--- src/hdl/tlbr_pkg.sv ---
package tlbr_pkg;

    localparam int TLB_ENTRIES_DEF = 4;
    localparam int SLOT_W = 6;
    localparam int VPAGE_W = 20;
    localparam int PPAGE_W = 12;
    localparam int FLAGS_W = 4;
    localparam int TICK_W = 32;
    localparam int COUNT_W = 32;
    localparam int POLICY_W = 2;

    // policy codes
    localparam logic [POLICY_W-1:0] POLICY_LRU = 2'd0;
    localparam logic [POLICY_W-1:0] POLICY_FIFO = 2'd1;
    localparam logic [POLICY_W-1:0] POLICY_LFU = 2'd2;

    // write command codes broadcast to the cells
    localparam logic [2:0] OP_NONE = 3'd0;
    localparam logic [2:0] OP_LOAD = 3'd1;
    localparam logic [2:0] OP_LOAD_STAMP = 3'd2;
    localparam logic [2:0] OP_LOAD_COUNT = 3'd3;
    localparam logic [2:0] OP_SHIFT = 3'd4;

    typedef struct packed {
        logic [VPAGE_W-1:0] virtual_page;
        logic [PPAGE_W-1:0] physical_page;
        logic               entry_valid;
        logic               entry_read_only;
        logic               entry_used;
        logic               entry_dirty;
        logic [TICK_W-1:0]  now_tick;
    } in_t;

    typedef struct packed {
        logic [SLOT_W-1:0]  slot_written;
        logic               evicted_valid;
        logic [VPAGE_W-1:0] evicted_virtual_page;
    } out_t;

    // flags: bit0 valid, bit1 read-only, bit2 use, bit3 dirty
    typedef struct packed {
        logic [VPAGE_W-1:0] vpage;
        logic [PPAGE_W-1:0] ppage;
        logic [FLAGS_W-1:0] flags;
        logic [TICK_W-1:0]  stamp;
        logic [COUNT_W-1:0] count;
    } entry_t;

    // running search result handed from cell to cell
    typedef struct packed {
        logic               inv_found;
        logic [SLOT_W-1:0]  inv_idx;
        logic               have_min;
        logic [SLOT_W-1:0]  min_idx;
        logic [TICK_W-1:0]  min_val;
        logic [VPAGE_W-1:0] min_vpage;
        logic [VPAGE_W-1:0] head_vpage;
    } scan_t;

    typedef struct packed {
        logic [2:0]         op;
        logic [SLOT_W-1:0]  idx;
        logic [VPAGE_W-1:0] vpage;
        logic [PPAGE_W-1:0] ppage;
        logic [FLAGS_W-1:0] flags;
        logic [TICK_W-1:0]  tick;
    } wr_cmd_t;

endpackage

--- src/hdl/tlbr_cell.sv ---
module tlbr_cell #(
    parameter int CELL_INDEX = 0
) (
    input  logic              aclk,
    input  logic              aresetn,
    input  logic              tok_in,
    input  tlbr_pkg::scan_t   scan_in,
    input  logic              use_count,
    output logic              tok_out,
    output tlbr_pkg::scan_t   scan_out,
    input  tlbr_pkg::wr_cmd_t cmd,
    input  tlbr_pkg::entry_t  shift_in,
    output tlbr_pkg::entry_t  entry_out
);

    localparam logic [tlbr_pkg::SLOT_W-1:0] MY_IDX = tlbr_pkg::SLOT_W'(CELL_INDEX);

    tlbr_pkg::entry_t entry_reg;
    tlbr_pkg::entry_t entry_next;
    tlbr_pkg::scan_t  scan_reg;
    tlbr_pkg::scan_t  scan_next;
    logic             tok_reg;
    logic [tlbr_pkg::TICK_W-1:0] metric;
    logic             hit;

    assign metric = use_count ? entry_reg.count : entry_reg.stamp;
    assign hit = (cmd.idx == MY_IDX);

    always_comb begin
        scan_next = scan_in;
        if (!scan_in.inv_found && !entry_reg.flags[0]) begin
            scan_next.inv_found = 1'b1;
            scan_next.inv_idx = MY_IDX;
        end
        // strict compare keeps ties on the lower index
        if (!scan_in.have_min || (metric < scan_in.min_val)) begin
            scan_next.have_min = 1'b1;
            scan_next.min_idx = MY_IDX;
            scan_next.min_val = metric;
            scan_next.min_vpage = entry_reg.vpage;
        end
        if (CELL_INDEX == 0) begin
            scan_next.head_vpage = entry_reg.vpage;
        end
    end

    always_comb begin
        entry_next = entry_reg;
        if (cmd.op == tlbr_pkg::OP_SHIFT) begin
            entry_next = shift_in;
        end else if (hit && (cmd.op != tlbr_pkg::OP_NONE)) begin
            entry_next.vpage = cmd.vpage;
            entry_next.ppage = cmd.ppage;
            entry_next.flags = cmd.flags;
            if (cmd.op == tlbr_pkg::OP_LOAD_STAMP) begin
                entry_next.stamp = cmd.tick;
            end
            if (cmd.op == tlbr_pkg::OP_LOAD_COUNT) begin
                entry_next.count = tlbr_pkg::COUNT_W'(1);
            end
        end
    end

    always_ff @(posedge aclk) begin
        if (!aresetn) begin
            entry_reg <= '0;
            tok_reg <= 1'b0;
        end else begin
            entry_reg <= entry_next;
            tok_reg <= tok_in;
        end
    end

    always_ff @(posedge aclk) begin
        if (tok_in) begin
            scan_reg <= scan_next;
        end
    end

    assign tok_out = tok_reg;
    assign scan_out = scan_reg;
    assign entry_out = entry_reg;

endmodule

--- src/hdl/tlb_refill_replacement.sv ---
// channel  | ports             | payload
// ---------+-------------------+------------------------------------
// input    | s_valid, s_ready  | s_data  (tlbr_pkg::in_t), one refill
// result   | m_valid, m_ready  | m_data  (tlbr_pkg::out_t)
// config   | apb psel..pready  | policy_mode at byte address 0
//
// a refill search token walks the row of slot cells, one cell per cycle, and
// m_valid is registered once the token has passed the last cell.
// one refill is in flight at a time; s_ready drops until its result is taken.
// synchronous active-low reset clears all slots (all invalid) and the policy.
module tlb_refill_replacement #(
    parameter int TLB_ENTRIES = tlbr_pkg::TLB_ENTRIES_DEF
) (
    input  logic           aclk,
    input  logic           aresetn,
    input  logic           s_valid,
    output logic           s_ready,
    input  tlbr_pkg::in_t  s_data,
    output logic           m_valid,
    input  logic           m_ready,
    output tlbr_pkg::out_t m_data,
    input  logic           psel,
    input  logic           penable,
    input  logic           pwrite,
    input  logic [2:0]     paddr,
    input  logic [31:0]    pwdata,
    output logic [31:0]    prdata,
    output logic           pready
);

    localparam logic [1:0] ST_IDLE = 2'd0;
    localparam logic [1:0] ST_SCAN = 2'd1;
    localparam logic [1:0] ST_OUT = 2'd2;
    localparam logic REG_POLICY_MODE = 1'b0;
    localparam logic [tlbr_pkg::SLOT_W-1:0] LAST_IDX = tlbr_pkg::SLOT_W'(TLB_ENTRIES - 1);

    logic [1:0]                     state_reg;
    logic [1:0]                     state_next;
    logic [tlbr_pkg::POLICY_W-1:0]  policy_reg;
    tlbr_pkg::in_t                  in_reg;
    tlbr_pkg::out_t                 m_data_reg;
    tlbr_pkg::out_t                 result;
    logic                           m_valid_reg;
    logic                           accept;
    logic                           scan_done;
    logic                           cfg_write;
    tlbr_pkg::wr_cmd_t              cmd;
    tlbr_pkg::scan_t                scan_final;
    tlbr_pkg::entry_t               last_shift;

    logic [TLB_ENTRIES-1:0]         cell_tok;
    tlbr_pkg::scan_t                cell_scan [TLB_ENTRIES];
    tlbr_pkg::entry_t               cell_entry [TLB_ENTRIES];

    assign s_ready = (state_reg == ST_IDLE);
    assign accept = s_valid && s_ready;
    assign scan_done = cell_tok[TLB_ENTRIES-1];
    assign scan_final = cell_scan[TLB_ENTRIES-1];

    // last cell takes the new translation on a shift but keeps its stamp and count
    always_comb begin
        last_shift = cell_entry[TLB_ENTRIES-1];
        last_shift.vpage = in_reg.virtual_page;
        last_shift.ppage = in_reg.physical_page;
        last_shift.flags = {in_reg.entry_dirty, in_reg.entry_used,
                            in_reg.entry_read_only, in_reg.entry_valid};
    end

    genvar gi;
    generate
        for (gi = 0; gi < TLB_ENTRIES; gi++) begin : g_cell
            if (gi == 0) begin : g_head
                tlbr_cell #(.CELL_INDEX(gi)) u_cell (
                    .aclk      (aclk),
                    .aresetn   (aresetn),
                    .tok_in    (accept),
                    .scan_in   ('0),
                    .use_count (policy_reg == tlbr_pkg::POLICY_LFU),
                    .tok_out   (cell_tok[gi]),
                    .scan_out  (cell_scan[gi]),
                    .cmd       (cmd),
                    .shift_in  ((TLB_ENTRIES > 1) ? cell_entry[(gi + 1) % TLB_ENTRIES]
                                                  : last_shift),
                    .entry_out (cell_entry[gi])
                );
            end else if (gi == TLB_ENTRIES - 1) begin : g_tail
                tlbr_cell #(.CELL_INDEX(gi)) u_cell (
                    .aclk      (aclk),
                    .aresetn   (aresetn),
                    .tok_in    (cell_tok[gi-1]),
                    .scan_in   (cell_scan[gi-1]),
                    .use_count (policy_reg == tlbr_pkg::POLICY_LFU),
                    .tok_out   (cell_tok[gi]),
                    .scan_out  (cell_scan[gi]),
                    .cmd       (cmd),
                    .shift_in  (last_shift),
                    .entry_out (cell_entry[gi])
                );
            end else begin : g_mid
                tlbr_cell #(.CELL_INDEX(gi)) u_cell (
                    .aclk      (aclk),
                    .aresetn   (aresetn),
                    .tok_in    (cell_tok[gi-1]),
                    .scan_in   (cell_scan[gi-1]),
                    .use_count (policy_reg == tlbr_pkg::POLICY_LFU),
                    .tok_out   (cell_tok[gi]),
                    .scan_out  (cell_scan[gi]),
                    .cmd       (cmd),
                    .shift_in  (cell_entry[gi+1]),
                    .entry_out (cell_entry[gi])
                );
            end
        end
    endgenerate

    // victim decision once the token leaves the last cell
    always_comb begin
        cmd.op = tlbr_pkg::OP_NONE;
        cmd.idx = scan_final.inv_idx;
        cmd.vpage = in_reg.virtual_page;
        cmd.ppage = in_reg.physical_page;
        cmd.flags = {in_reg.entry_dirty, in_reg.entry_used,
                     in_reg.entry_read_only, in_reg.entry_valid};
        cmd.tick = in_reg.now_tick;
        result.slot_written = scan_final.inv_idx;
        result.evicted_valid = 1'b0;
        result.evicted_virtual_page = '0;
        if (scan_final.inv_found) begin
            cmd.op = tlbr_pkg::OP_LOAD;
        end else begin
            result.evicted_valid = 1'b1;
            unique case (policy_reg)
                tlbr_pkg::POLICY_FIFO: begin
                    cmd.op = tlbr_pkg::OP_SHIFT;
                    cmd.idx = LAST_IDX;
                    result.slot_written = LAST_IDX;
                    result.evicted_virtual_page = scan_final.head_vpage;
                end
                tlbr_pkg::POLICY_LFU: begin
                    cmd.op = tlbr_pkg::OP_LOAD_COUNT;
                    cmd.idx = scan_final.min_idx;
                    result.slot_written = scan_final.min_idx;
                    result.evicted_virtual_page = scan_final.min_vpage;
                end
                default: begin
                    cmd.op = tlbr_pkg::OP_LOAD_STAMP;
                    cmd.idx = scan_final.min_idx;
                    result.slot_written = scan_final.min_idx;
                    result.evicted_virtual_page = scan_final.min_vpage;
                end
            endcase
        end
        if (!((state_reg == ST_SCAN) && scan_done)) begin
            cmd.op = tlbr_pkg::OP_NONE;
        end
    end

    always_comb begin
        state_next = state_reg;
        unique case (state_reg)
            ST_IDLE: if (accept) state_next = ST_SCAN;
            ST_SCAN: if (scan_done) state_next = ST_OUT;
            ST_OUT: if (m_ready) state_next = ST_IDLE;
            default: state_next = ST_IDLE;
        endcase
    end

    always_ff @(posedge aclk) begin
        if (!aresetn) begin
            state_reg <= ST_IDLE;
            m_valid_reg <= 1'b0;
        end else begin
            state_reg <= state_next;
            if ((state_reg == ST_SCAN) && scan_done) begin
                m_valid_reg <= 1'b1;
            end else if (m_valid_reg && m_ready) begin
                m_valid_reg <= 1'b0;
            end
        end
    end

    always_ff @(posedge aclk) begin
        if (accept) begin
            in_reg <= s_data;
        end
        if ((state_reg == ST_SCAN) && scan_done) begin
            m_data_reg <= result;
        end
    end

    assign m_valid = m_valid_reg;
    assign m_data = m_data_reg;

    // apb register file: one register, byte offset bits ignored
    assign pready = 1'b1;
    assign cfg_write = psel && penable && pwrite;

    always_ff @(posedge aclk) begin
        if (!aresetn) begin
            policy_reg <= tlbr_pkg::POLICY_LRU;
        end else if (cfg_write && (paddr[2] == REG_POLICY_MODE)) begin
            policy_reg <= pwdata[tlbr_pkg::POLICY_W-1:0];
        end
    end

    assign prdata = (paddr[2] == REG_POLICY_MODE) ? {30'd0, policy_reg} : 32'd0;

endmodule
--- config.mk ---
export PLATFORM = sky130hd
export DESIGN_NAME = tlb_refill_replacement
export DESIGN_NICKNAME = d
export VERILOG_FILES = /design/src/hdl/tlbr_pkg.sv /design/src/hdl/tlbr_cell.sv /design/src/hdl/tlb_refill_replacement.sv
export SDC_FILE = /design/constraint.sdc
export NUM_CORES = 1
export LEC_CHECK = 0
export ABC_AREA = 1
export BUFFER_PORTS_ARGS = -buffer_cell sky130_fd_sc_hd__buf_4
export CAP_MARGIN = 20
export CELL_PAD_IN_SITES_DETAIL_PLACEMENT = 0
export CELL_PAD_IN_SITES_GLOBAL_PLACEMENT = 2
export CORE_ASPECT_RATIO = 1.75
export CORE_MARGIN = 4
export CORE_UTILIZATION = 40
export DETAILED_ROUTE_END_ITERATION = 8
export GPL_TIMING_DRIVEN = 0
export PLACE_DENSITY_LB_ADDON = 0.1
export SLEW_MARGIN = 20
export SYNTH_ARGS = -nofsm -noshare
export SYNTH_HDL_FRONTEND = slang
export SYNTH_HIERARCHICAL = 1
export SYNTH_SLANG_ARGS = --single-unit
--- constraint.sdc ---
create_clock -name aclk -period 5.45 [get_ports aclk]
set_input_delay 0.2725 -clock aclk [delete_from_list [all_inputs] [get_ports aclk]]
set_output_delay 0.2725 -clock aclk [all_outputs]
set_load 0.01 [all_outputs]
==> metrics.md <==
| Metric | Value |
|---|---|
| Outcome | finished, final reports clean |
| RR Endpoint | g_cell[3].g_tail.u_cell/entry_out[35] |
| CP required | 6.04 ns |
| GRT Overall Usage | 0.2666 |
| Rows | 143 |
| IO buf count | 93 |
| Worst Reg-to-Reg Cells | 11 |
| Total CTS buffers | 76 |
| DRT iter0 DRCs | 2072 |
| Resize count post-CTS | 0 |
| Slew @ Worst Pin | 1.269 ns |
| Placed inst area | 0.03788 mm^2 |
| Crit path kind | flip-flop to flip-flop |
| Sw frac | 0.2239 |
| R2R setup slack | 0.81 ns |
| Worst skew pair latency | 0.66 ns |
| CP max FO | 12 |
| # setup viols final | 0 |
| WP data arrival | 5.23 ns |
| Hold_buf cts | 60 |
| Worst Setup EP | g_cell[3].g_tail.u_cell/entry_out[35] |
| Clk buf depth | 3 |
| Die Ht | 399.6 um |
| Max reg flops | 172 |
| Ys Warns | 6 |
| Clock skew | 0.02926 ns |
| Avg Vias per Cell | 5.227 |
| CTS sink count | 740 |
| Final Wtd Congestion | 0.8689 |
| Total Wirelength | 125000 um |
| CP startpoint kind | flip-flop |
| Post-route core utilization | 0.4740 |
| Met3 wire len | 5680 um |
| Final Hold Viols | 0 |
| Routed wl met2 | 66070 um |
| Relative slew slack | 0.1539 |
| Die W | 231.8 um |
| # IOs | 172 |
| Avg Synthesized Cell Area | 8.627 um^2 |
| Fin cells | 5654 |
| CP Launch Point | policy_reg[1] |
| Vias in the first global route | 29340 |
| DR WL/cell | 22.10 um |
| Hold crit path type | primary input to flip-flop |
| Core region area | 0.08696 mm^2 |
| Initial antenna violation count | 2 |
| Placed Instances | 5453 |
| PD cells | 299.6 mW/mm^2 |
| Sequential share of power | 0.490 |
| Initial Utilization | 0.4032 |
| Post-route cell area | 0.04122 mm^2 |
| Worst Setup End Kind | flip-flop |
| Clk pwr share | 0.471 |
| CTS tree | yes |
| Maximum vdd drop | 0.2201 mV |
| N_diodes | 0 |
| Post-layout min period | 4.637 ns |
| Unrepaired setup endpoints after global routing | false |
| Leakage | 17.02 nW |
| Combinational Power Share | 0.038 |
| Internal power | 9.586 mW |
| CTS H-tree lvls | 3 |
| First-pass GRT wire length | 185100 um |
| Mapped Cells | 4064 |
| Worst-path clk slew | 0.07 ns |
| Dpl hpwl | 94550 um |
| Total congestion overflow | 0 |
| Min-Delay Startpoint | s_valid |
| Setup bufs post-CTS | 0 |
| R2R Path Start | policy_reg[1] |
| Remaining antenna violation count | 0 |
| Maxcap violations | 0 |
| Hold Path Stages | 3 |
| WL met1 | 46330 um |
| Final Power | 12.35 mW |
| Initial DRT Pass Iterations | 5 |
| DRC | 0 |
| Die ar. | 0.09263 mm^2 |
| Synthesized cell area | 0.03506 mm^2 |
| Fmax | 0.2156 GHz |
| Largest net degree at the start of global routing | 83 |
| Highest routed layer | met5 |
| Vias post-DR | 29550 |
| CTS root buffer | clkbuf_16 |
| Final Slew Violations | 0 |
| Fraction of final layout cells sized beyond drive strength 1 | 0.08278 |
| Area Overhead vs Synth | 17.58% |
| Psw | 2.765 mW |
| Crit share post-route | 0.8509 |
| Fin nets | 4669 |
[worst min-delay path by stage]
stage / slack (ns) / to
5_1_grt: 0.04 / state_reg[0]
3_3_place_gp: 0.40 / g_cell[3].g_tail.u_cell/scan_out[8]
3_5_place_dp: 0.40 / g_cell[1].g_mid.u_cell/scan_out[0]
6_report: 0.05 / state_reg[0]
2_1_floorplan: 0.37 / cmd[0]
4_1_cts: 0.009 / state_reg[0]
[cell usage in the layout (no fill, tap or decap), types with 11 or more instances in the layout]
cell and n:
buf_4 128, ha_1 127, nand2_1 1097, a21oi_1 187, buf_2 37, nor2_1 84
dfxtp_1 346, o21ai_0 228, clkbuf_1 280, clkbuf_16 77, buf_6 18, bufinv_16 17
nand4_1 178, nand2_2 14, inv_1 225, nand3_1 513, edfxtp_1 391, conb_1 133
a31oi_1 214, clkinv_2 11, dlygate4sd3_1 60
[metal layers]
layer  vias up  GRT usage
li1      14660          -
met1     13840     0.2924
met2       824     0.5026
met3       228    0.03191
met4         2     0.1332
met5         -          0
[through the flow]
stage	hold slack, ns	setup WS (ns)	setup TNS, ns
4_1_cts	0.009361	0.8702	0
6_report	0.04857	0.8128	0
2_1_floorplan	0.3714	1.624	0
3_5_place_dp	0.4045	0.8829	0
3_3_place_gp	0.4005	-0.4133	-52.01
5_1_grt	0.03582	0.6646	0
[power by group through the flow]
| stage | Clock [mW] | Combinational, mW | Sequential (mW) |
|---|---|---|---|
| after CTS | 5.96 | 0.469 | 6.06 |
| after floorplan | 0 | 0.247 | 6.16 |
| after detailed placement | 0 | 0.435 | 6.18 |
| after global placement | 0 | 0.393 | 6.23 |
| after global routing | 6.16 | 0.526 | 6.06 |
| final | 5.82 | 0.475 | 6.06 |
[area by class of cell]
class,count,area [um^2]
Buffer,376,1737
Clock buffer,88,1998
Clock inverter,52,732.0
Fill cell,8636,45740
Inverter,235,892.1
Multi-Input combinational cell,2841,14200
Sequential cell,740,18740
Tap cell,1160,1451
Timing Repair Buffer,162,1471
[worst max-delay path, stage by stage, from the launching register on]
cell	delay, ns
dfxtp_1	0.38
inv_1	0.07
ha_1	0.31
nor2_4	0.37
inv_2	0.08
nor2_1	0.73
inv_2	0.51
nand3_1	0.32
clkbuf_1	0.94
clkbuf_1	0.54
nand2_1	0.13
a31oi_1	0.17
(Power assumes the default switching activity.)
